File: src/sv/pwmc_pkg.sv
// ----------------------------------------------------------------------------
// PWM setting calculator package
// Shared widths, status codes, register indexes and the control word that
// travels with each request through the back half of the pipeline.
// ----------------------------------------------------------------------------
package pwmc_pkg;

    localparam int NS_W        = 30;
    localparam logic [NS_W-1:0] NS_PER_SEC = 30'd1000000000;

    localparam int MIN_W       = 16;
    localparam int LIM_W       = 24;
    localparam int FREQ_W      = 24;
    localparam int RES_W       = 4;
    localparam int DUTY_W      = 10;
    localparam int STATUS_W    = 3;
    localparam int TIME_W      = 32;
    localparam int TDATA_IN_W  = 64;
    localparam int TDATA_OUT_W = 48;
    localparam int CFG_IDX_W   = 3;
    localparam int CFG_DATA_W  = 24;

    localparam logic [FREQ_W-1:0] FREQ_SAT = 24'hFFFFFF;

    // register reset values
    localparam logic [MIN_W-1:0] MIN_PULSE_RST = 16'd62;
    localparam logic [LIM_W-1:0] LIM_TEN_RST   = 24'd80000;
    localparam logic [LIM_W-1:0] LIM_EIGHT_RST = 24'd300000;
    localparam logic [LIM_W-1:0] LIM_SIX_RST   = 24'd1200000;
    localparam logic [LIM_W-1:0] LIM_FOUR_RST  = 24'd5000000;

    // resolution choices before capping
    localparam logic [RES_W-1:0] RES_TEN   = 4'd10;
    localparam logic [RES_W-1:0] RES_EIGHT = 4'd8;
    localparam logic [RES_W-1:0] RES_SIX   = 4'd6;
    localparam logic [RES_W-1:0] RES_FOUR  = 4'd4;
    localparam logic [RES_W-1:0] RES_ONE   = 4'd1;
    localparam logic [RES_W-1:0] RES_NONE  = 4'd0;

    typedef enum logic [CFG_IDX_W-1:0] {
        CFG_MIN_PULSE = 3'd0,
        CFG_LIM_TEN   = 3'd1,
        CFG_LIM_EIGHT = 3'd2,
        CFG_LIM_SIX   = 3'd3,
        CFG_LIM_FOUR  = 3'd4
    } pwmc_cfg_idx_t;

    typedef enum logic [STATUS_W-1:0] {
        ST_RUN       = 3'd0,
        ST_OFF       = 3'd1,
        ST_TOO_SMALL = 3'd2,
        ST_RATIO     = 3'd3,
        ST_FREQ_HIGH = 3'd4,
        ST_DUTY_ZERO = 3'd5
    } pwmc_status_t;

    typedef struct packed {
        pwmc_status_t      status;
        logic [RES_W-1:0]  res;
        logic [FREQ_W-1:0] freq;
    } pwmc_ctl_t;

endpackage

File: src/sv/pwmc_select.sv
// ----------------------------------------------------------------------------
// Check and resolution select stage
// Applies the width and ratio checks, picks the bit resolution from the
// frequency limits and saturates the reported frequency.
// ----------------------------------------------------------------------------
module pwmc_select
    import pwmc_pkg::*;
#(
    parameter int W    = 32,
    parameter int MAXR = 10
)
(
    input  logic             clk,
    input  logic             rst_n,
    input  logic             in_valid,
    output logic             in_ready,
    output logic             out_valid,
    input  logic             out_ready,
    input  logic [MIN_W-1:0] min_pulse,
    input  logic [LIM_W-1:0] lim_ten,
    input  logic [LIM_W-1:0] lim_eight,
    input  logic [LIM_W-1:0] lim_six,
    input  logic [LIM_W-1:0] lim_four,
    input  logic [W-1:0]     on_in,
    input  logic [W-1:0]     off_in,
    input  logic [W:0]       period_in,
    input  logic [MIN_W-1:0] rem_on_in,
    input  logic [MIN_W-1:0] rem_off_in,
    input  logic [NS_W-1:0]  freq_in,
    output logic [W-1:0]     on_out,
    output logic [W:0]       period_out,
    output pwmc_ctl_t        ctl_out
);

    localparam int CW = (W > 20) ? W : 20;

    logic          valid_reg;
    logic [W-1:0]  on_reg;
    logic [W:0]    period_reg;
    pwmc_ctl_t     ctl_reg;
    pwmc_ctl_t     ctl_next;

    logic             is_zero;
    logic             is_small;
    logic             ratio_on;
    logic             ratio_off;
    logic [19:0]      r10_on;
    logic [19:0]      r10_off;
    logic [RES_W-1:0] res_raw;
    logic [RES_W-1:0] res_cap;

    // remainder times ten against the width itself
    always_comb
    begin
        r10_on    = 20'({rem_on_in, 3'b000}) + 20'({rem_on_in, 1'b0});
        r10_off   = 20'({rem_off_in, 3'b000}) + 20'({rem_off_in, 1'b0});
        ratio_on  = (min_pulse != '0) && (CW'(r10_on) > CW'(on_in));
        ratio_off = (min_pulse != '0) && (CW'(r10_off) > CW'(off_in));
        is_zero   = (on_in == '0) || (off_in == '0);
        is_small  = (on_in < W'(min_pulse)) || (off_in < W'(min_pulse));
    end

    // pick resolution from the first matching limit
    always_comb
    begin
        if (freq_in <= NS_W'(lim_ten))
        begin
            res_raw = RES_TEN;
        end
        else if (freq_in <= NS_W'(lim_eight))
        begin
            res_raw = RES_EIGHT;
        end
        else if (freq_in < NS_W'(lim_six))
        begin
            res_raw = RES_SIX;
        end
        else if (freq_in < NS_W'(lim_four))
        begin
            res_raw = RES_FOUR;
        end
        else if (on_in == off_in)
        begin
            res_raw = RES_ONE;
        end
        else
        begin
            res_raw = RES_NONE;
        end
        res_cap = (int'(res_raw) > MAXR) ? RES_W'(MAXR) : res_raw;
    end

    // build the control word
    always_comb
    begin
        ctl_next.res  = res_cap;
        ctl_next.freq = (freq_in > NS_W'(FREQ_SAT)) ? FREQ_SAT : freq_in[FREQ_W-1:0];
        if (is_zero)
        begin
            ctl_next.status = ST_OFF;
        end
        else if (is_small)
        begin
            ctl_next.status = ST_TOO_SMALL;
        end
        else if (ratio_on || ratio_off)
        begin
            ctl_next.status = ST_RATIO;
        end
        else if (res_cap == RES_NONE)
        begin
            ctl_next.status = ST_FREQ_HIGH;
        end
        else
        begin
            ctl_next.status = ST_RUN;
        end
    end

    assign in_ready = !valid_reg || out_ready;

    always_ff @(posedge clk or negedge rst_n)
    begin
        if (!rst_n)
        begin
            valid_reg <= 1'b0;
        end
        else if (in_ready)
        begin
            valid_reg <= in_valid;
        end
    end

    always_ff @(posedge clk)
    begin
        if (in_ready && in_valid)
        begin
            on_reg     <= on_in;
            period_reg <= period_in;
            ctl_reg    <= ctl_next;
        end
    end

    assign out_valid  = valid_reg;
    assign on_out     = on_reg;
    assign period_out = period_reg;
    assign ctl_out    = ctl_reg;

endmodule

File: config.mk
export PLATFORM = sky130hd
export DESIGN_NAME = pwmc_select
export DESIGN_NICKNAME = d
export VERILOG_FILES = /design/src/sv/pwmc_pkg.sv /design/src/sv/pwmc_select.sv
export SDC_FILE = /design/constraint.sdc
export NUM_CORES = 1
export LEC_CHECK = 0
export BUFFER_PORTS_ARGS = -buffer_cell sky130_fd_sc_hd__buf_4
export CAP_MARGIN = 20
export CORE_ASPECT_RATIO = 1.2
export CORE_MARGIN = 8
export CORE_UTILIZATION = 50
export DETAILED_ROUTE_END_ITERATION = 8
export PLACE_DENSITY = 0.81
export SYNTH_ARGS = -nofsm -noshare
export SYNTH_HDL_FRONTEND = slang
export SYNTH_SLANG_ARGS = --single-unit
File: constraint.sdc
create_clock -name clk -period 3.75 [get_ports clk]
set_clock_uncertainty 0.1 [all_clocks]
set_input_delay 0.75 -clock clk [delete_from_list [all_inputs] [get_ports clk]]
set_output_delay 0.75 -clock clk [all_outputs]
set_load 0.02 [all_outputs]
[Word-level counts from Yosys, hierarchy flattened]
Cells that the tools add are included.
Word-level totals
  word-level logic and storage cells: 42
  flip-flop bits (word level): 97
  input bits: 275
  output and inout port bits: 98
Operators by class
  add/subtract/negate cells: 2
  eq/ne operators: 1
  magnitude comparators: 10
  reduce and logical (&&, ||, !) cells: 13
  multiplexer cells: 9
Operators by type and width (count)
  20-bit by 32-bit greater-than comparator with 1-bit output: 2
  32-bit zero test: 2
  32-bit by 16-bit less-than comparator with 1-bit output: 2
  30-bit by 24-bit <= comparator with 1-bit output: 2
  30-bit by 24-bit less-than comparator with 1-bit output: 2
  19-bit by 17-bit adder with 20-bit output: 2
  32-bit equality test: 1
  30-bit by 24-bit greater-than comparator with 1-bit output (second input constant): 1
  16-bit nonzero test: 1
  4-bit 2-to-1 mux: 3
  3-bit 2-to-1 mux: 3
  4-bit greater-than comparator (second input constant): 1
  4-bit zero test: 1
  1-bit logical OR: 4
  2-bit 2-to-1 mux: 2
  1-bit logical AND: 3
  3-bit OR reduction: 1
  1-bit zero test: 1
  1-bit 2-to-1 mux: 1

[Longest topological paths before layout]
  word-level depth: 12
  gate-level depth with buffers: 20
  gate-level depth less buffers: 20

[Worst setup path before layout]
OpenSTA, ideal clock, no wires.
  path type: input to register
  start point: input port rem_off_in[2]
  end point: register ctl_reg (netlist bit ctl_out[30]) (data pin)
  buffers on the path: 0
  cell stages on the path: 16
  data arrival time: 3.711 ns
  setup time: 0.256 ns
  slack: -0.317 ns
  required time: 3.394 ns
  cells stage by stage: ha_1 and3_1 a221o_1 o211a_1 o21a_1 o21ai_1 a21oi_1 a41oi_1 xnor2_1 ha_1 nand4_1 nor3_1 a211oi_1 o22a_1 nor2b_1 and4bb_1
On the way
  word-level cells in the longest chain between the ends: 5
RTL lines
  start: declaration: line pwmc_select.sv:28  | input logic [MIN_W-1:0] rem_off_in,
  19-bit by 17-bit adder with 20-bit output: line pwmc_select.sv:56  | r10_off = 20'({rem_off_in, 3'b000}) + 20'({rem_off_in, 1'b0});
  20-bit by 32-bit greater-than comparator with 1-bit output: line pwmc_select.sv:58  | ratio_off = (min_pulse != '0) && (CW'(r10_off) > CW'(off_in));
  1-bit logical AND: line pwmc_select.sv:58
  1-bit logical OR: line pwmc_select.sv:106  | else if (ratio_on || ratio_off)
  3-bit OR reduction (no line)
  end signal: assignment: line pwmc_select.sv:140  | ctl_reg <= ctl_next;
  end: declaration: line pwmc_select.sv:40  | pwmc_ctl_t ctl_reg;
No other way between the ends.
A chain may end at the register's enable or synchronous reset.

[Worst setup path after layout]
  start point: input port rem_on_in[2]
  end point: register ctl_reg (netlist bit ctl_out[30]) (data pin)
On the way
  word-level cells in the longest chain between the ends: 5
RTL lines
  start: declaration: line pwmc_select.sv:27  | input logic [MIN_W-1:0] rem_on_in,
  19-bit by 17-bit adder with 20-bit output: line pwmc_select.sv:55  | r10_on = 20'({rem_on_in, 3'b000}) + 20'({rem_on_in, 1'b0});
  20-bit by 32-bit greater-than comparator with 1-bit output: line pwmc_select.sv:57  | ratio_on = (min_pulse != '0) && (CW'(r10_on) > CW'(on_in));
  1-bit logical AND: line pwmc_select.sv:57
  1-bit logical OR: line pwmc_select.sv:106
  3-bit OR reduction (no line)
No other way between the ends.

==> impl_metrics.json <==
{
  "start_util_pct": 50.8,
  "core_area_um2": 17500,
  "ant_nets": 0,
  "cts_max_path_buffers": 2,
  "gp_congestion": 0.956,
  "netlist_area_um2": 8890,
  "critPathLaunchType": "input pin",
  "syn-mean-instance-area_um2": 9.63,
  "fmax_mhz": 255,
  "grt_usage_pct": 29.2,
  "max_cap_violations": 0,
  "cp_top_family": "compound AO/OA/AOI/OAI gates",
  "power_leakage_nw": 6.52,
  "dp_slack_ps": -698,
  "rsz0062_at_grt": "yes",
  "cts.clk_slew.worst_paths_ps": 80,
  "tritoncts": "done",
  "cpPeakStageDelay_ps": 280,
  "cts_max_level": 3,
  "path_class": "input pin to flop",
  "grt_pass1_vias": 9330,
  "io_buffers": 372,
  "grt.busiest_layer": "met2",
  "die_area_um2": 22300,
  "hpwlAfterDp_um": 29100,
  "hold_path.class": "input pin to async pin",
  "syn-num-nets": 1391,
  "synth_edf_count": 96,
  "period_share_pct": 105,
  "drive_above_1_share_pct": 37.0,
  "synth_top_area_cell": "edfxtp_1",
  "post_dp_cell_area_um2": 12500,
  "max_slew_margin_pct": 56.9,
  "drt_wl_total_um": 33500,
  "vdd_drop_max_mv": 0.227,
  "boundaryPins": 373,
  "critPathMaxFanout": 2,
  "power_density_nw_per_um2": 274,
  "cts_hold_buf": 0,
  "hold_viol": 0,
  "via_count": 8826,
  "ys_warn_count": 0,
  "grt_pass1_wl_um": 49900,
  "synthCells": 924,
  "worstPathRequired_ps": 3870,
  "stdcell_area_um2": 12900,
  "vias_per_cell": 5.53,
  "overflow": 0,
  "num_rows": 53,
  "crit_buf_inv": 3,
  "cts-root-buf": "clkbuf_16",
  "ys_types": 53,
  "route.detailed.drc": 0,
  "rrSetupSlack_ps": 1830,
  "nets": 1838,
  "path_cells": "buf_8, ha_4, inv_2, fa_2, nor2b_1, o21ai_1, a21boi_2, o41ai_2, buf_4, nor2_1, nor3b_1, xnor2_1, ha_1, a21oi_1, nor2_1, a211oi_1, o21ai_1, a211oi_2, o22a_1, nor2b_4, and4bb_1",
  "clock_latency_ps": 350,
  "ys_seq_area_share_pct": 32.7,
  "grt_util_met3_pct": 8.62,
  "wl_per_cell_um": 21.0,
  "drt_iter0_drc": 441,
  "grt_max_degree": 50,
  "grtUsageMet1_pct": 32.1,
  "outcome": "finished, violations left",
  "slew_viol_final": 0,
  "failed_checks": "negative setup slack",
  "cts.sinks": 97,
  "diodes": 0,
  "critPathCaptureType": "flop",
  "die_h_um": 162,
  "slowest_stage": "ha_1",
  "ys_ff_latch": 97,
  "netlist.area_leader.share_pct": 32.4,
  "setup_viol_count_final": 3,
  "area_growth_pct": 45.4,
  "use_met2_pct": 50.3,
  "synth_area_leaders": "edfxtp_1, ha_1, inv_1",
  "first_pass_iters": 5,
  "worstMarginPinSlew_ps": 647,
  "worst_slack_ps": -178,
  "cts_buffers": 9,
  "synthFlopType": "edfxtp_1",
  "antenna_found_initial": 0,
  "async_flop_share_pct": 1.03,
  "die_w_um": 138,
  "period_needed_ps": 3930,
  "arrival_ps": 4040
}
## cells in the final DEF (no fill, tap or decap), types with 3 or more instances in the layout
cell         n
nor2_1      36
xnor2_1     51
xor2_1       7
nand2b_1     7
nor2b_1     10
nand3_1     17
ha_1       183
a21oi_1     57
o21a_1       6
and3_1       9
nand2_1     27
or2_2       25
nand4_1     35
buf_4      435
clkbuf_16    9
edfxtp_1    96
inv_6        3
o21ai_1     11
o21ai_0     23
a211oi_2     3
nor3_1      16
o31ai_1      5
nor4_1      24
and2_1       4
o21ai_2      3
o211ai_1     6
a31oi_1      4
a21o_1      37
ha_4         7
inv_1      162
a2111oi_0    3
a211oi_1     6
## path summary, 6_finish.rpt
| kind | from | to | cells after the start |
|---|---|---|---|
| max in group asynchronous | rst_n | out_valid | 1 |
| worst max-delay path | rem_on_in[2] | ctl_out[30] | 21 |
| min in group clk | period_in[11] | period_out[11] | 1 |
| worst min register to register | out_valid | out_valid | 2 |
| worst max register to register | out_valid | ctl_out[15] | 3 |
| worst min-delay path | rst_n | out_valid | 1 |
## cells in the mapped netlist (all sizes together), types with 17 or more instances
cell / instances
a21o: 37
a21oi: 58
edfxtp: 96
ha: 190
inv: 164
nand2: 27
nand3: 17
nand4: 35
nor2: 36
nor3: 18
nor4: 24
o21ai: 37
or2: 25
xnor2: 51
## logic make-up after synthesis
kind of cell | Yosys count | synth area share [%]
buffers and inverters | 166 | 7.01
AOI/OAI and AO/OA | 190 | 14.0
DFF | 97 | 32.7
xor gates and xnor gates | 58 | 5.71
adders and majority gates | 192 | 27.2
and+or+nand+nor | 221 | 13.4
## through the flow
step,instances,power (mW),hold WS [ps],utilization [%],TNS (ps)
after detailed placement,1576,2.58,433,71.6,-1850
final,1596,3.55,61.3,73.9,-356
after CTS,1593,3.55,47.2,73.5,-199
after floorplan,924,1.96,354,-,-405
after global routing,1596,3.75,39.6,73.9,-894
after global placement,1576,2.54,429,71.6,-1660
## power breakdown
part	switching [mW]	total (mW)	leakage, nW	internal [mW]
clock	0.475	0.951	0.148	0.476
sequential	0.0142	1.26	0.874	1.25
combinational	0.669	1.33	5.50	0.664
## sequential cells by signal (all words and copies together), names as in the netlist
signal,count
period_out,33
on_out,32
out_valid,1
ctl_out,31
## metal layers
metal / routed length [um] / vias to the layer above / share of wire, %
met5: 0 / - / 0
met4: 1460 / 0 / 4.3
met3: 3270 / 88 / 9.8
met2: 16300 / 427 / 49
met1: 12500 / 4064 / 37
li1: - / 4247 / -
## final cells by class
class | instances | area [um2]
clock buffers | 9 | 225
clock inverters | 7 | 78.8
fillers | 1339 | 4570
inverters | 164 | 616
multi-input cells | 661 | 5520
flip-flops and latches | 97 | 2910
well taps | 220 | 275
repair buffers | 438 | 3310
## what timing repair did
item,CTS,global route
pin swaps,8,14
gates resized for setup,9,8
setup endpoints to repair,3,3
setup buffers,1,3
Note: power is estimated with default switching activity, not from simulation.
