==> config.mk <==
export PLATFORM = sky130hd
export DESIGN_NAME = pwmc_div_cell
export DESIGN_NICKNAME = d
export VERILOG_FILES = /design/src/sv/pwmc_pkg.sv /design/src/sv/pwmc_div_cell.sv
export SDC_FILE = /design/constraint.sdc
export NUM_CORES = 1
export LEC_CHECK = 0
export BUFFER_PORTS_ARGS = -buffer_cell sky130_fd_sc_hd__buf_2
export CORE_MARGIN = 5
export CORE_UTILIZATION = 41
export CTS_BUF_LIST = sky130_fd_sc_hd__clkbuf_16
export CTS_CLUSTER_SIZE = 30
export DETAILED_ROUTE_END_ITERATION = 8
export MAX_ROUTING_LAYER = met4
export PLACE_DENSITY_LB_ADDON = 0.3
export SLEW_MARGIN = 20
export SYNTH_ARGS = -nofsm -noshare
export SYNTH_HDL_FRONTEND = slang
export SYNTH_SLANG_ARGS = --single-unit
export TNS_END_PERCENT = 10
==> constraint.sdc <==
create_clock -name clk -period 5.13 [get_ports clk]
set_clock_uncertainty 0.05 [all_clocks]
set_input_delay 0.513 -clock clk [delete_from_list [all_inputs] [get_ports clk]]
set_output_delay 0.513 -clock clk [all_outputs]
set_load 0.01 [all_outputs]
==> src/sv/pwmc_pkg.sv <==
// ----------------------------------------------------------------------------
// PWM setting calculator package
// Shared widths, status codes, register indexes and the control word that
// travels with each request through the back half of the pipeline.
// ----------------------------------------------------------------------------
package pwmc_pkg;

    localparam int NS_W        = 30;
    localparam logic [NS_W-1:0] NS_PER_SEC = 30'd1000000000;

    localparam int MIN_W       = 16;
    localparam int LIM_W       = 24;
    localparam int FREQ_W      = 24;
    localparam int RES_W       = 4;
    localparam int DUTY_W      = 10;
    localparam int STATUS_W    = 3;
    localparam int TIME_W      = 32;
    localparam int TDATA_IN_W  = 64;
    localparam int TDATA_OUT_W = 48;
    localparam int CFG_IDX_W   = 3;
    localparam int CFG_DATA_W  = 24;

    localparam logic [FREQ_W-1:0] FREQ_SAT = 24'hFFFFFF;

    // register reset values
    localparam logic [MIN_W-1:0] MIN_PULSE_RST = 16'd62;
    localparam logic [LIM_W-1:0] LIM_TEN_RST   = 24'd80000;
    localparam logic [LIM_W-1:0] LIM_EIGHT_RST = 24'd300000;
    localparam logic [LIM_W-1:0] LIM_SIX_RST   = 24'd1200000;
    localparam logic [LIM_W-1:0] LIM_FOUR_RST  = 24'd5000000;

    // resolution choices before capping
    localparam logic [RES_W-1:0] RES_TEN   = 4'd10;
    localparam logic [RES_W-1:0] RES_EIGHT = 4'd8;
    localparam logic [RES_W-1:0] RES_SIX   = 4'd6;
    localparam logic [RES_W-1:0] RES_FOUR  = 4'd4;
    localparam logic [RES_W-1:0] RES_ONE   = 4'd1;
    localparam logic [RES_W-1:0] RES_NONE  = 4'd0;

    typedef enum logic [CFG_IDX_W-1:0] {
        CFG_MIN_PULSE = 3'd0,
        CFG_LIM_TEN   = 3'd1,
        CFG_LIM_EIGHT = 3'd2,
        CFG_LIM_SIX   = 3'd3,
        CFG_LIM_FOUR  = 3'd4
    } pwmc_cfg_idx_t;

    typedef enum logic [STATUS_W-1:0] {
        ST_RUN       = 3'd0,
        ST_OFF       = 3'd1,
        ST_TOO_SMALL = 3'd2,
        ST_RATIO     = 3'd3,
        ST_FREQ_HIGH = 3'd4,
        ST_DUTY_ZERO = 3'd5
    } pwmc_status_t;

    typedef struct packed {
        pwmc_status_t      status;
        logic [RES_W-1:0]  res;
        logic [FREQ_W-1:0] freq;
    } pwmc_ctl_t;

endpackage

==> src/sv/pwmc_div_cell.sv <==
// ----------------------------------------------------------------------------
// Division cell
// One radix-2 restoring step for three divisions at once: on time and off
// time modulo the minimum pulse width, and one billion over the period.
// ----------------------------------------------------------------------------
module pwmc_div_cell
    import pwmc_pkg::*;
#(
    parameter int W       = 32,
    parameter int BIT_POS = 0
)
(
    input  logic             clk,
    input  logic             rst_n,
    input  logic             in_valid,
    output logic             in_ready,
    output logic             out_valid,
    input  logic             out_ready,
    input  logic [MIN_W-1:0] min_pulse,
    input  logic [W-1:0]     on_in,
    input  logic [W-1:0]     off_in,
    input  logic [W:0]       period_in,
    input  logic [MIN_W-1:0] rem_on_in,
    input  logic [MIN_W-1:0] rem_off_in,
    input  logic [W:0]       rem_f_in,
    input  logic [NS_W-1:0]  quot_in,
    output logic [W-1:0]     on_out,
    output logic [W-1:0]     off_out,
    output logic [W:0]       period_out,
    output logic [MIN_W-1:0] rem_on_out,
    output logic [MIN_W-1:0] rem_off_out,
    output logic [W:0]       rem_f_out,
    output logic [NS_W-1:0]  quot_out
);

    logic             valid_reg;
    logic [W-1:0]     on_reg;
    logic [W-1:0]     off_reg;
    logic [W:0]       period_reg;
    logic [MIN_W-1:0] rem_on_reg;
    logic [MIN_W-1:0] rem_off_reg;
    logic [W:0]       rem_f_reg;
    logic [NS_W-1:0]  quot_reg;

    logic             on_bit;
    logic             off_bit;
    logic             ns_bit;
    logic [MIN_W:0]   sh_on;
    logic [MIN_W:0]   sh_off;
    logic [MIN_W:0]   diff_on;
    logic [MIN_W:0]   diff_off;
    logic [W+1:0]     sh_f;
    logic [W+1:0]     diff_f;
    logic             ge_on;
    logic             ge_off;
    logic             ge_f;
    logic [MIN_W-1:0] rem_on_next;
    logic [MIN_W-1:0] rem_off_next;
    logic [W:0]       rem_f_next;
    logic [NS_W-1:0]  quot_next;

    // pick the dividend bits this cell consumes
    if (BIT_POS < W) begin : g_time_bit
        assign on_bit  = on_in[BIT_POS];
        assign off_bit = off_in[BIT_POS];
    end
    else begin : g_time_zero
        assign on_bit  = 1'b0;
        assign off_bit = 1'b0;
    end

    if (BIT_POS < NS_W) begin : g_ns_bit
        assign ns_bit = NS_PER_SEC[BIT_POS];
    end
    else begin : g_ns_zero
        assign ns_bit = 1'b0;
    end

    // shift in one bit, subtract the divisor when it fits
    always_comb
    begin
        sh_on        = {rem_on_in, on_bit};
        sh_off       = {rem_off_in, off_bit};
        diff_on      = sh_on - {1'b0, min_pulse};
        diff_off     = sh_off - {1'b0, min_pulse};
        ge_on        = (sh_on >= {1'b0, min_pulse});
        ge_off       = (sh_off >= {1'b0, min_pulse});
        rem_on_next  = ge_on ? diff_on[MIN_W-1:0] : sh_on[MIN_W-1:0];
        rem_off_next = ge_off ? diff_off[MIN_W-1:0] : sh_off[MIN_W-1:0];

        sh_f         = {rem_f_in, ns_bit};
        diff_f       = sh_f - {1'b0, period_in};
        ge_f         = (sh_f >= {1'b0, period_in});
        rem_f_next   = ge_f ? diff_f[W:0] : sh_f[W:0];
        quot_next    = {quot_in[NS_W-2:0], ge_f};
    end

    assign in_ready = !valid_reg || out_ready;

    // hold the valid flag
    always_ff @(posedge clk or negedge rst_n)
    begin
        if (!rst_n)
        begin
            valid_reg <= 1'b0;
        end
        else if (in_ready)
        begin
            valid_reg <= in_valid;
        end
    end

    // advance the payload
    always_ff @(posedge clk)
    begin
        if (in_ready && in_valid)
        begin
            on_reg      <= on_in;
            off_reg     <= off_in;
            period_reg  <= period_in;
            rem_on_reg  <= rem_on_next;
            rem_off_reg <= rem_off_next;
            rem_f_reg   <= rem_f_next;
            quot_reg    <= quot_next;
        end
    end

    assign out_valid   = valid_reg;
    assign on_out      = on_reg;
    assign off_out     = off_reg;
    assign period_out  = period_reg;
    assign rem_on_out  = rem_on_reg;
    assign rem_off_out = rem_off_reg;
    assign rem_f_out   = rem_f_reg;
    assign quot_out    = quot_reg;

endmodule

# Word-level counts from Yosys, hierarchy flattened
# Index checks and enable logic that the tools add are counted.
# op_classes
n_addsub,3
multipliers,0
n_div,0
magnitude_cmp,3
eq_ne,0
shift,0
mux,3
bitwise_logic,0
reduce_logical,3
# ops
op,n
$ge 17x16->1,2
$ge 34x33->1,1
$mux 33,1
$sub 33x33->33,1
$mux 16,2
$sub 16x16->16,2
$logic_and 1x1->1,1
$logic_not 1->1,1
$logic_or 1x1->1,1
# word_totals
register_bits,193
latchBits,0
ram_bits,0
romBits,0
in_bits,212
memories,0

# Depth between registers and ports, before layout
# depth
word_depth,3
depth_mapped,13
ltp_nobuf,12

# Least setup slack after synthesis
# OpenSTA, ideal clock, no wires.
# synth_path
kind,input port to flip-flop
from,in out_ready
to,"reg off_reg[0], in the netlist off_out[0], enable pin"
setup_time_ns,0.576
arrival_time_ns,5.113
t_required_ns,4.504
slack_ns,-0.609
stages,2
n_path_buf,0
path_cell_list,nand2b_1 -> and2_1
# synth_via
elab_chain_cells,2
# synth_lines
element,line,rtl
from (decl),pwmc_div_cell.sv:18,"input logic out_ready,"
$logic_or 1x1->1,pwmc_div_cell.sv:98,assign in_ready = !valid_reg || out_ready;
$logic_and 1x1->1,pwmc_div_cell.sv:116,if (in_ready && in_valid)
to (signal assigned),pwmc_div_cell.sv:119,off_reg <= off_in;
to (decl),pwmc_div_cell.sv:38,logic [W-1:0] off_reg;
# No other way between the ends.
# A chain may end at the register's enable or synchronous reset.

# Worst setup path in the final report
# layout_path
from,in period_in[2]
to,"reg rem_f_reg[5], in the netlist rem_f_out[5] (data pin)"
# layout_via
elab_chain_cells,2
# layout_lines
element,line,rtl
from (decl),pwmc_div_cell.sv:22,"input logic [W:0] period_in,"
$sub 33x33->33 / $ge 34x33->1 (equally long branches),"pwmc_div_cell.sv:92, pwmc_div_cell.sv:93",
$mux 33 (*),pwmc_div_cell.sv:94,rem_f_next = ge_f ? diff_f[W:0] : sh_f[W:0];
via rem_f_next[5],pwmc_div_cell.sv:59,logic [W:0] rem_f_next;
to (signal assigned),pwmc_div_cell.sv:123,rem_f_reg <= rem_f_next;
to (decl),pwmc_div_cell.sv:42,logic [W:0] rem_f_reg;
# Mark *: on every way through the listed nets, which the timed path passes. The rest lies on a longest branch.

==> metrics.md <==
| Metric | Value |
|---|---|
| DIE WIDTH | `165 um` |
| CP most frequent cell | `a21oi_1` |
| I/O pins | `approximately 410` |
| First drt pass iteration count | `4` |
| Status | `complete, no violations` |
| Slew margin rel. | `around a third` |
| WP buf/inv | `3` |
| Placed cells | `about 1500` |
| Longest Clk Path Bufs | `2` |
| Via count | `7898` |
| Die area | `roughly 0.027 mm2` |
| Area grow syn2layout | `31.0%` |
| Final WL | `between 20 and 30 mm` |
| Register area | `between 0.005 and 0.006 mm2` |
| Port bufs | `between 400 and 500` |
| Clock Sinks | `193` |
| Cell Chain, Critical Path | `buf_2 > inv_1 > ha_1 > nor2b_1 > o31ai_2 > a21oi_1 > o31a_1 > a211oi_2 > o41ai_1 > a211o_2 > buf_4 > nor2_1 > a21oi_1` |
| Top_reg_cell synth | `edfxtp_1` |
| Fmax | `between 200 and 300 MHz` |
| Post-synth EDFFs | `about 190` |
| Min-delay worst type | `in2reg` |
| Worst vdd ir | `0.000168 V` |
| Core Footprint | `about 0.024 mm2` |
| Area of the multi-input gates | `between 0.003 and 0.004 mm2` |
| Post-synthesis sequential area ratio | `approximately 59%` |
| Seq cells post-synth | `a little under 200` |
| PwrDens | `321 mW/mm2` |
| Drt initial violations | `535` |
| Crit-path slowest cell | `a211o_2` |
| Maxcap violations | `0` |
| Final setup fails | `0` |
| Row cnt | `56` |
| CP top delay family | `compound AO/OA/AOI/OAI gates` |
| Final period util | `between 70% and 80%` |
| CP endpoint kind | `flop` |
| Post-route setup TNS | `0 ns` |
| FILL cells | `2116` |
| GP Congestion | `0.889` |
| DRC Markers | `0` |
| Endpoints failing hold | `0` |
| Via-per-instance ratio | `a little over 5` |
| TritonCTS Buffers | `17` |
| Final HPWL DP | `approximately 23 mm` |
| Final non-filler cell total | `1563` |
| Placement Cell Area | `around 0.012 mm2` |
| Total chip power | `about 0.0041 W` |
| Share of layout cells above drive strength 1 | `a little under two fifths` |
| Crit path launch type | `primary input` |
| Synth cell types | `56` |
| Critical path startpoint | `period_in[2]` |
| Measured slew at the worst slew-check pin | `between 1 and 1.5 ns` |
| Number of global-route vias before repair | `~7400` |
| Post-synthesis async set-or-reset flop share | `less than 1%` |
| Clk root buf | `clkbuf_16` |
| Crit Path Max Fanout | `51` |
| Worst r2r src | `out_valid` |
| Unrepaired setup endpoints after global routing | `no` |
| Leak Pwr | `slightly below 6 nW` |
| Final min period | `3.60 ns` |
| Global-route wire length before repair | `41.0 mm` |
| Clock-pin slew on the worst setup and hold paths | `~0.080 ns` |
| # nets final | `approximately 1500` |
| Pin count of the biggest net entering global routing | `81` |
| Post-route ant nets | `0` |
| Chip Height | `~160 um` |
| Max incr delay on CP | `approximately 0.73 ns` |
| Syn Area/Cell | `between 10 and 15 um2` |
| Drt wl/cell | `18.1 um` |
| Total track usage | `20.3%` |
| Critical path type | `in2reg` |
| Synth Net Count | `1088` |
| Gate Count Post-Synth | `just over 800` |
| Remaining Overflow, GRT | `0` |
| H-tree Lvls | `4` |
| Hold Startpoint | `on_in[6]` |
| Post-route design area | `around 0.013 mm2` |
| Clock Latency Late Sink | `0.43 ns` |
| WHS | `about 0.20 ns` |
| Final Max Tran Viols | `0` |
| TritonCTS clock tree | `built` |
| Ys Warns | `0` |
| Critical Path AT | `roughly 3.7 ns` |
| Initial Utilization | `41.8%` |
| Mapped Area | `around 0.0098 mm2` |
| Post-cts resize count | `0` |
| Initial antenna violation count | `4` |
| Required time of the critical path | `roughly 5.3 ns` |
## sequential cells by signal (all words and copies together) (netlist names)
name / flops
period_out: 33
quot_out: 30
rem_on_out: 16
rem_f_out: 33
out_valid: 1
on_out: 32
off_out: 32
rem_off_out: 16
## metrics by stage
stage | utilization [%] | worst slack, ns
2_1_floorplan | - | 1.55
3_5_place_dp | 52.0 | 1.14
4_1_cts | 54.7 | 1.58
6_report | 54.7 | 1.53
5_1_grt | 54.7 | 1.37
3_3_place_gp | 52.0 | 1.10
## synth_stat cells (10+ instances only)
cell type | count | area (um2)
nand2_1 | 51 | 191
a21o_1 | 19 | 143
nand2b_1 | 10 | 62.6
ha_1 | 65 | 813
xor2_1 | 22 | 193
edfxtp_1 | 192 | 5770
nor2_1 | 62 | 233
o21ai_0 | 32 | 160
nor3_1 | 11 | 55.1
nand3_1 | 14 | 70.1
xnor2_1 | 26 | 228
nand4_1 | 14 | 87.6
o31ai_1 | 11 | 82.6
a21oi_1 | 73 | 365
inv_1 | 72 | 270
## power breakdown
group | total (W) | switching [W] | internal (W)
combinational | 0.000861 | 0.000491 | 0.000370
clock | 0.00137 | 0.000698 | 0.000669
sequential | 0.00191 | 0.0000249 | 0.00189
total | 0.00414 | 0.00121 | 0.00293
## logic make-up (layout without fill, tap and decap cells)
group,Yosys count,in the layout,share of synthesized area (%)
buffers and inverters,87,516,3.57
other,0,7,0
AO/OA/AOI/OAI,205,205,13.2
XOR/XNOR,48,48,4.27
flip-flops,193,193,58.9
AND/OR/NAND/NOR,190,190,8.99
adder cells (fa/ha/maj),68,68,8.88
multiplexers,17,17,2.25
## area by class of cell
class	instances	share of cell area, %
Inverter	72	2.10
Multi-Input combinational cell	528	28.7
Clock buffer	17	3.30
Timing Repair Buffer	412	16.3
Sequential cell	193	44.9
Tap cell	319	3.10
Clock inverter	15	1.45
Antenna cell	7	0.136
## path summary, 6_finish.rpt
kind	endpoint	cells after the start	slack [ns]
worst max register to register	rem_f_out[28]	3	2.96
max in group asynchronous	out_valid	2	4.61
worst min-delay path	on_out[6]	1	0.20
min in group asynchronous	out_valid	2	0.33
worst max-delay path	rem_f_out[5]	13	1.53
worst min register to register	out_valid	2	0.51
## placed cells by master, fill, tap and decap left out, types with 11 or more instances in the layout
cell / count
buf_2: 404
edfxtp_1: 192
a21oi_1: 73
inv_1: 72
ha_1: 65
nor2_1: 62
nand2_1: 51
o21ai_0: 32
xnor2_1: 26
xor2_1: 22
a21o_1: 19
clkbuf_16: 17
nand3_1: 14
nand4_1: 14
nor3_1: 11
## metal layers
| metal | wire length [um] | vias to the layer above | global-route usage, % |
|---|---|---|---|
| met4 | 726 | 0 | 7.33 |
| li1 | - | 3829 | - |
| met2 | 13800 | 299 | 32.4 |
| met1 | 11500 | 3733 | 24.9 |
| met5 | 0 | - | - |
| met3 | 2290 | 37 | 5.67 |
## what timing repair did
action                    4_1_cts  5_1_grt
hold buffers                    1        0
setup buffers                   0        0
hold endpoints to repair        1        0
Note: power is estimated with default switching activity, not from simulation.
