**src/sv/pwmc_pkg.sv**
```systemverilog
// ----------------------------------------------------------------------------
// PWM setting calculator package
// Shared widths, status codes, register indexes and the control word that
// travels with each request through the back half of the pipeline.
// ----------------------------------------------------------------------------
package pwmc_pkg;

    localparam int NS_W        = 30;
    localparam logic [NS_W-1:0] NS_PER_SEC = 30'd1000000000;

    localparam int MIN_W       = 16;
    localparam int LIM_W       = 24;
    localparam int FREQ_W      = 24;
    localparam int RES_W       = 4;
    localparam int DUTY_W      = 10;
    localparam int STATUS_W    = 3;
    localparam int TIME_W      = 32;
    localparam int TDATA_IN_W  = 64;
    localparam int TDATA_OUT_W = 48;
    localparam int CFG_IDX_W   = 3;
    localparam int CFG_DATA_W  = 24;

    localparam logic [FREQ_W-1:0] FREQ_SAT = 24'hFFFFFF;

    // register reset values
    localparam logic [MIN_W-1:0] MIN_PULSE_RST = 16'd62;
    localparam logic [LIM_W-1:0] LIM_TEN_RST   = 24'd80000;
    localparam logic [LIM_W-1:0] LIM_EIGHT_RST = 24'd300000;
    localparam logic [LIM_W-1:0] LIM_SIX_RST   = 24'd1200000;
    localparam logic [LIM_W-1:0] LIM_FOUR_RST  = 24'd5000000;

    // resolution choices before capping
    localparam logic [RES_W-1:0] RES_TEN   = 4'd10;
    localparam logic [RES_W-1:0] RES_EIGHT = 4'd8;
    localparam logic [RES_W-1:0] RES_SIX   = 4'd6;
    localparam logic [RES_W-1:0] RES_FOUR  = 4'd4;
    localparam logic [RES_W-1:0] RES_ONE   = 4'd1;
    localparam logic [RES_W-1:0] RES_NONE  = 4'd0;

    typedef enum logic [CFG_IDX_W-1:0] {
        CFG_MIN_PULSE = 3'd0,
        CFG_LIM_TEN   = 3'd1,
        CFG_LIM_EIGHT = 3'd2,
        CFG_LIM_SIX   = 3'd3,
        CFG_LIM_FOUR  = 3'd4
    } pwmc_cfg_idx_t;

    typedef enum logic [STATUS_W-1:0] {
        ST_RUN       = 3'd0,
        ST_OFF       = 3'd1,
        ST_TOO_SMALL = 3'd2,
        ST_RATIO     = 3'd3,
        ST_FREQ_HIGH = 3'd4,
        ST_DUTY_ZERO = 3'd5
    } pwmc_status_t;

    typedef struct packed {
        pwmc_status_t      status;
        logic [RES_W-1:0]  res;
        logic [FREQ_W-1:0] freq;
    } pwmc_ctl_t;

endpackage

```
**src/sv/pwmc_duty_cell.sv**
```systemverilog
// ----------------------------------------------------------------------------
// Duty division cell
// One radix-2 restoring step of on time over period, producing one duty
// quotient bit per cell.
// ----------------------------------------------------------------------------
module pwmc_duty_cell
    import pwmc_pkg::*;
#(
    parameter int W    = 32,
    parameter int MAXR = 10
)
(
    input  logic            clk,
    input  logic            rst_n,
    input  logic            in_valid,
    output logic            in_ready,
    output logic            out_valid,
    input  logic            out_ready,
    input  logic [W:0]      period_in,
    input  logic [W:0]      rem_in,
    input  logic [MAXR-1:0] quot_in,
    input  pwmc_ctl_t       ctl_in,
    output logic [W:0]      period_out,
    output logic [W:0]      rem_out,
    output logic [MAXR-1:0] quot_out,
    output pwmc_ctl_t       ctl_out
);

    logic            valid_reg;
    logic [W:0]      period_reg;
    logic [W:0]      rem_reg;
    logic [MAXR-1:0] quot_reg;
    pwmc_ctl_t       ctl_reg;

    logic [W+1:0]    sh;
    logic [W+1:0]    diff;
    logic            ge;
    logic [W:0]      rem_next;
    logic [MAXR-1:0] quot_next;

    // double the remainder, subtract the period when it fits
    always_comb
    begin
        sh        = {rem_in, 1'b0};
        diff      = sh - {1'b0, period_in};
        ge        = (sh >= {1'b0, period_in});
        rem_next  = ge ? diff[W:0] : sh[W:0];
        quot_next = {quot_in[MAXR-2:0], ge};
    end

    assign in_ready = !valid_reg || out_ready;

    always_ff @(posedge clk or negedge rst_n)
    begin
        if (!rst_n)
        begin
            valid_reg <= 1'b0;
        end
        else if (in_ready)
        begin
            valid_reg <= in_valid;
        end
    end

    always_ff @(posedge clk)
    begin
        if (in_ready && in_valid)
        begin
            period_reg <= period_in;
            rem_reg    <= rem_next;
            quot_reg   <= quot_next;
            ctl_reg    <= ctl_in;
        end
    end

    assign out_valid  = valid_reg;
    assign period_out = period_reg;
    assign rem_out    = rem_reg;
    assign quot_out   = quot_reg;
    assign ctl_out    = ctl_reg;

endmodule

```
**config.mk**
```make
export PLATFORM = sky130hd
export DESIGN_NAME = pwmc_duty_cell
export DESIGN_NICKNAME = d
export VERILOG_FILES = /design/src/sv/pwmc_pkg.sv /design/src/sv/pwmc_duty_cell.sv
export SDC_FILE = /design/constraint.sdc
export NUM_CORES = 1
export LEC_CHECK = 0
export ABC_CLOCK_PERIOD_IN_PS = 3900
export BUFFER_PORTS_ARGS = -buffer_cell sky130_fd_sc_hd__buf_2
export CAP_MARGIN = 20
export CORE_ASPECT_RATIO = 1.4
export CORE_MARGIN = 1
export CORE_UTILIZATION = 25
export DETAILED_ROUTE_END_ITERATION = 12
export GPL_TIMING_DRIVEN = 0
export MAX_ROUTING_LAYER = met4
export PLACE_DENSITY = 0.55
export SLEW_MARGIN = 20
export SYNTH_ARGS = -nofsm -noshare
export SYNTH_HDL_FRONTEND = slang
export SYNTH_SLANG_ARGS = --single-unit
```
**constraint.sdc**
```tcl
create_clock -name clk -period 3.9 [get_ports clk]
set_input_delay 1.17 -clock clk [delete_from_list [all_inputs] [get_ports clk]]
set_output_delay 1.17 -clock clk [all_outputs]
set_load 0.01 [all_outputs]
```
After elaboration in Yosys (flattened, before gate mapping)
Cells that the tools add are included.

Add/subtract/negate cells: 1. Order comparisons: 1. Mux-type cells: 1. Reductions and logical operators: 3.

Operator list (count): 34-bit by 33-bit >= comparator with 1-bit output (1); 33-bit two-way mux (1); 33-bit subtractor (1); 1-bit logical AND (1); 1-bit logical NOT (1); 1-bit logical OR (1).

Register bits: 108. Input port bits: 111. Output and inout port bits: 109. Logic and storage cells: 14.

Depth between registers and ports, before layout
Gate-level depths: netlist of the first run.

Depth in word-level cells: 3. Gate-level depth with buffers: 13. Depth with buffers taken out: 10.

Least setup slack after synthesis of the first run
No wires, ideal clock.

Path kind: in2reg. Start point: input port out_ready. End point: register ctl_reg, in the netlist ctl_out[0], enable pin. Library setup time: 0.479 ns. Data arrival time: 3.858 ns. Data required time: 3.421 ns. Setup slack: -0.436 ns. Stages: 2. Buffers on the path: 0. Cells stage by stage: nand2b_1 > and2_1.

Word-level cells in the longest chain between the ends: 2.

RTL lines: start, declared (RTL line pwmc_duty_cell.sv:18) `input logic out_ready,`; 1-bit logical OR (RTL line pwmc_duty_cell.sv:51) `assign in_ready = !valid_reg || out_ready;`; 1-bit logical AND (RTL line pwmc_duty_cell.sv:67) `if (in_ready && in_valid)`; end signal, assigned (RTL line pwmc_duty_cell.sv:72) `ctl_reg <= ctl_in;`; end, declared (RTL line pwmc_duty_cell.sv:33) `pwmc_ctl_t ctl_reg;`.

Every way passes these cells. A chain may end at the register's enable or synchronous reset.

Worst setup path in the final report of the first run
Start point: input port period_in[0]. End point: register rem_reg[8], in the netlist rem_out[8], data pin.

Word-level cells in the longest chain between the ends: 2. Elaborated cells on any way between the ends: 3. Classes of those cells: add/sub: 1; order compare: 1; mux: 1.

RTL lines: start, declared (RTL line pwmc_duty_cell.sv:19) `input logic [W:0] period_in,`; 33-bit subtractor / 34-bit by 33-bit >= comparator with 1-bit output (equally long branches) (RTL line pwmc_duty_cell.sv:45, pwmc_duty_cell.sv:46); 33-bit two-way mux * (RTL line pwmc_duty_cell.sv:47) `rem_next = ge ? diff[W:0] : sh[W:0];`; named net rem_next[8] (RTL line pwmc_duty_cell.sv:38) `logic [W:0] rem_next;`; end signal, assigned (RTL line pwmc_duty_cell.sv:70) `rem_reg <= rem_next;`; end, declared (RTL line pwmc_duty_cell.sv:31) `logic [W:0] rem_reg;`.

Mark *: on every way through the listed nets, which the timed path passes. The rest lies on a longest branch.

==> results of run 1 <==
kinds of logic after synthesis:
family | count (synthesis) | synth area share [%]
buffers and inverters | 47 | 3.66
adder cells (fa/ha/maj) | 34 | 7.62
AO/OA/AOI/OAI | 105 | 11.8
AND/OR/NAND/NOR | 84 | 7.07
flip-flops | 108 | 57.0
XOR/XNOR | 31 | 4.78
multiplexers | 32 | 8.11
repair_timing:
action | CTS | global route
gates resized for setup | 0 | 1
setup endpoints to repair | 0 | 2
endpoints found under the hold margin | 0 | 0
final cells by class:
cell class                      instances  area, um2
Antenna cell                            2       5.00
Buffer                                  9       65.1
Clock buffer                           13        250
Clock inverter                          3       47.5
Fill cell                            2271      14600
Inverter                               38        143
Multi-Input combinational cell        286       2240
Sequential cell                       108       3240
Tap cell                              297        372
Timing Repair Buffer                  220       1150
placed cells by master (no fill, tap or decap), drive strengths merged, types with 6 or more instances in the layout:
master    n
buf     225
edfxtp  107
inv      39
a21oi    37
ha       33
mux2     31
o21ai    25
nand2    24
xnor2    22
nor2     19
clkbuf   17
a21o      9
nand3     9
xor2      9
nor3      7
nand2b    6
per-stage QoR:
stage	cells	utilization (%)	setup TNS, ps	area (um2)	power (mW)
floorplan	441	-	0	5680	1.91
global placement	956	32.3	-6880	7140	2.15
detailed placement	958	32.6	-7400	7200	2.16
CTS	974	33.9	0	7500	3.12
global route	976	34.0	0	7510	3.22
finish	976	34.0	0	7510	3.06
sequential cells by signal, indices dropped and copies added (netlist names):
register / flops
quot_out: 10
ctl_out: 31
rem_out: 33
out_valid: 1
period_out: 33
worst max-delay path: cells and delay by family:
kind	cells	cell delay (ps)
AO/OA/AOI/OAI	6	1190
adder cells (fa/ha/maj)	1	460
buffers and inverters	3	430
multiplexers	1	300
AND/OR/NAND/NOR	1	210
worst paths after layout:
| check | start | endpoint | slack, ps | cells after the start |
|---|---|---|---|---|
| worst max-delay path | period_in[0] | rem_out[8] | 230 | 12 |
| worst min-delay path | out_valid | out_valid | 530 | 2 |
| worst max register to register | out_valid | rem_out[8] | 2480 | 3 |
| worst min register to register | out_valid | out_valid | 530 | 2 |
| max in group asynchronous | rst_n | out_valid | 3220 | 1 |
| min in group asynchronous | rst_n | out_valid | 580 | 1 |
power by group:
group / leakage (nW) / total, mW / switching, mW / internal (mW)
clock: 0.144 / 0.937 / 0.416 / 0.521
sequential: 1.03 / 1.41 / 0.0168 / 1.39
combinational: 2.10 / 0.719 / 0.374 / 0.345
metal layers:
| metal | up-vias | part of all wire, % | track usage (%) |
|---|---|---|---|
| li1 | 2102 | - | - |
| met2 | 156 | 52 | 23.3 |
| met4 | 0 | 1.9 | 6.35 |
| met1 | 1912 | 39 | 13.8 |
| met3 | 13 | 6.9 | 3.03 |
| met5 | - | 0 | - |
==> results.toml, run 1 <==
[timing]
setup_slack_ps = 228
fin_crit_sh_pct = 94.1
fmax_mhz = 272
worst_pin_slew_ps = 484
slew_headroom_pct = 67.7
rsz0062_at_grt = "false"
drv_slew = 0
layout_min_cycle_time_ps = 3670
hold_viol_final = 0
setup_viol = 0
worst_hold_slack_ps = 533
fin_worst_skew_ps = 4.39

[setup_path]
crit_path_max_incr_delay_ps = 460
critPathArrivalTime_ps = 3780
crit_path_frequent_cell = "buf_6"
crit_fanout = 10
slowest_stage = "fa_1"
cp-end-kind = "register"
crit_chain = "buf_2, fa_1, nand2b_1, a21oi_4, a211oi_1, o21ai_2, o2111a_1, o21ai_1, a31o_1, buf_6, buf_6, mux2_4"
path_class = "in -> reg"
cp.required_ps = 4010
start_kind = "input pin"

[grt]
groute.usage.overall_pct = 13.3
antenna_found_initial = 2
grt_max_degree = 50
grt_pass1_wl_um = 22400
grt_remaining_overflow = 0
grt_pass1_vias = 4234

[placement]
io_buffers = 218
dp_slack_ps = -272
gp_congestion = 0.776
hpwl_um = 11500

[logic_synthesis]
netlist_area_um2 = 5680
yosys.area.top_type = "edfxtp_1"
ys_ff_latch = 108
synth.most_common_cell = "edfxtp_1"
synthArstFlopShare_pct = 0.926
synthTopCellsByCount = "107 x edfxtp_1, 38 x inv_1, 36 x a21oi_1, 33 x ha_1, 27 x mux2_4"
ys.flop_type = "edfxtp_1"
yosys-top-cells-area = "edfxtp_1 57%, ha_1 7.3%, mux2_4 7.1%"
synth_top_cell_area_share_pct = 56.6
syn_nets = 586
syn_inst = 441
yosysSeqAreaShare_pct = 57.0
avgSynthCellArea_um2 = 12.9
ys_types = 52
synth_edf_count = 107
yosys_warnings = 0

[power]
power.density_nw_per_um2 = 408
p_leak_nw = 3.28
ir_worst_vdd_uv = 187

[layout]
drive_above_1_share_pct = 40.6
layout.nets = 817
area_growth_pct = 32.2

[drt]
drtPass1Iterations = 4
vias_per_cell = 4.29
drt_wl_total_um = 14600
drcViolationCount = 0
final_antenna_net_count = 0
vias = 4183
first_iter_violations = 195
routedWlPerCell_um = 15.0

[die]
die_h_um = 180
initial_core_util_pct = 25.7
dieArea_um2 = 23300
io_pins = 220
rows = 64
core-area_um2 = 22100
floorplan.die.width_um = 129

[clock_tree]
cts_buffers = 9
cts-root-buf = "clkbuf_16"
clock_path_buffers = 2
clock_insertion_delay_worst_skew_ps = 350
cts_tree = "yes"
post_cts_buffers = 0
clk_pin_slew_ps = 70
cts_sinks = 108
postCtsHoldBufs = 0
htreeDepth = 3

[flow_run]
drv_cap = 0

[run_status]
outcome = "complete, no violations"

[hold_path]
hold_class = "reg -> reg"
Note: power is estimated with default switching activity, not from simulation.
==> inputs of run 2 (changes only) <==
- CELL_PAD_IN_SITES_DETAIL_PLACEMENT: unset -> 0
- CELL_PAD_IN_SITES_GLOBAL_PLACEMENT: unset -> 1
- PLACE_DENSITY: 0.55 -> 0.65
==> run 2 against run 1 <==
  * Sequential power is essentially flat
  * Combinational power shrank 0.7%
  * Routed wire length is essentially flat
  * Hold slack gained 13 ps
  * Sequential share of layout area grew 0.094 points
  * Count of clock-buffer cells in the layout shrank 1
  * Cell area shrank 0.22%
  * Clock skew grew 2.2 ps
  * Critical path depth is the same
  * First-iteration DRC count shrank 36%
  * Critical path type unchanged
  * Largest cell class unchanged
  * Largest power group unchanged
==> results.toml, run 2 (synthesis results as in run 1) <==
[setup_path]
crit_path_frequent_cell = "buf_6"
crit_fanout = 10
r2r_setup_slack_ps = 2080
crit_path_max_incr_delay_ps = 450
path_class = "in -> reg"
cp.buffers_inverters = 3
crit_chain = "buf_2, fa_1, nand2b_1, a21oi_2, a211oi_1, o21ai_2, o2111a_1, o21ai_1, a31o_1, buf_6, buf_6, mux2_4"
crit_family = "compound AO/OA/AOI/OAI gates"
slowest_stage = "fa_1"
cp.required_ps = 4010
critPathArrivalTime_ps = 3850
cp-end-kind = "register"
start_kind = "input pin"

[placement]
gp_congestion = 0.757
io_buffers = 218
hpwl_um = 11700

[power]
p_leak_nw = 3.28
ir_worst_vdd_uv = 191
power.density_nw_per_um2 = 405

[clock_tree]
cts_resized = 0
clock_path_buffers = 2
post_cts_buffers = 0
clk_pin_slew_ps = 70
cts_tree = "yes"
cts-root-buf = "clkbuf_16"
cts_sinks = 108
clock_insertion_delay_worst_skew_ps = 360
cts_buffers = 9
htreeDepth = 3
postCtsHoldBufs = 0

[drt]
drcViolationCount = 0
routedWlPerCell_um = 15.0
first_iter_violations = 124
final_antenna_net_count = 0
vias_per_cell = 4.31
drt_wl_total_um = 14600
vias = 4205
drtPass1Iterations = 5

[timing]
layout_min_cycle_time_ps = 3740
setup_viol = 0
finalSetupTns_ps = 0
rsz0062_at_grt = "false"
slew_headroom_pct = 63.7
worst_pin_slew_ps = 544
drv_slew = 0
fin_crit_sh_pct = 96.0
hold_viol_final = 0
fin_worst_skew_ps = 6.61
fmax_mhz = 267

[layout]
drive_above_1_share_pct = 41.1
ff_latch_area_um2 = 3240
area_growth_pct = 31.9
nFillCells = 2289
final_util_pct = 33.9
layout_common_cells = "219 x buf_2, 107 x edfxtp_1, 38 x inv_1"
multi_input_area_um2 = 2240
final_common_cell = "buf_2"
layout.nets = 817

[die]
core-area_um2 = 22100
floorplan.die.width_um = 129
die_h_um = 180
rows = 64
dieArea_um2 = 23300
initial_core_util_pct = 25.7
io_pins = 220

[grt]
grt_remaining_overflow = 0
grt_pass1_vias = 4351
grt_pass1_wl_um = 22300
antenna_found_initial = 2
grt_max_degree = 51
groute.usage.overall_pct = 13.1

[hold_path]
hold_class = "reg -> reg"

[run_status]
outcome = "complete, no violations"

[flow_run]
drv_cap = 0
==> run 2: worst reg2reg max path, stage by stage (launching register included) <==
cell and delay, ps:
dfrtp_1 380, nand2b_1 110, and2_4 420, buf_12 280, buf_16 270
==> run 2: through the flow <==
step                worst slack (ps)  std cells  hold WS [ps]  area (um2)  total power [mW]
floorplan                        325        441           622        5680              1.91
global placement                -286        956           523        7140              2.15
detailed placement              -290        958           542        7190              2.16
CTS                             97.7        974           552        7490              3.09
global route                    6.21        976           553        7490              3.19
finish                           157        976           546        7490              3.03
==> run 2: final cells by class <==
cell class	instances	share of cell area, %
Sequential cell	108	43.2
Multi-Input combinational cell	286	29.8
Timing Repair Buffer	220	15.2
Tap cell	297	4.96
Clock buffer	12	3.56
Inverter	38	1.90
Buffer	9	0.868
Clock inverter	4	0.401
Antenna cell	2	0.0668
==> run 2: worst paths after layout <==
path / from / endpoint / cells past startpoint
hold reg to reg: out_valid / out_valid / 2
setup / recovery: period_in[0] / rem_out[9] / 12
hold / removal: out_valid / out_valid / 2
min in group asynchronous: rst_n / out_valid / 1
setup reg to reg: out_valid / quot_out[5] / 4
max in group asynchronous: rst_n / out_valid / 1
==> run 2: routing by layer <==
metal	routed length [um]	up-vias	global-route usage, %
met4	215	0	4.56
met5	0	-	-
met1	5820	1935	13.8
li1	-	2105	-
met3	1030	14	3.77
met2	7540	151	23.0
==> run 2: where the power goes <==
part           leakage [nW]  switching (mW)  internal, mW  total, mW
clock network         0.146           0.421         0.490      0.911
logic                  2.10           0.370         0.343      0.714
registers              1.03          0.0173          1.39       1.41
total                  3.28           0.809          2.22       3.03
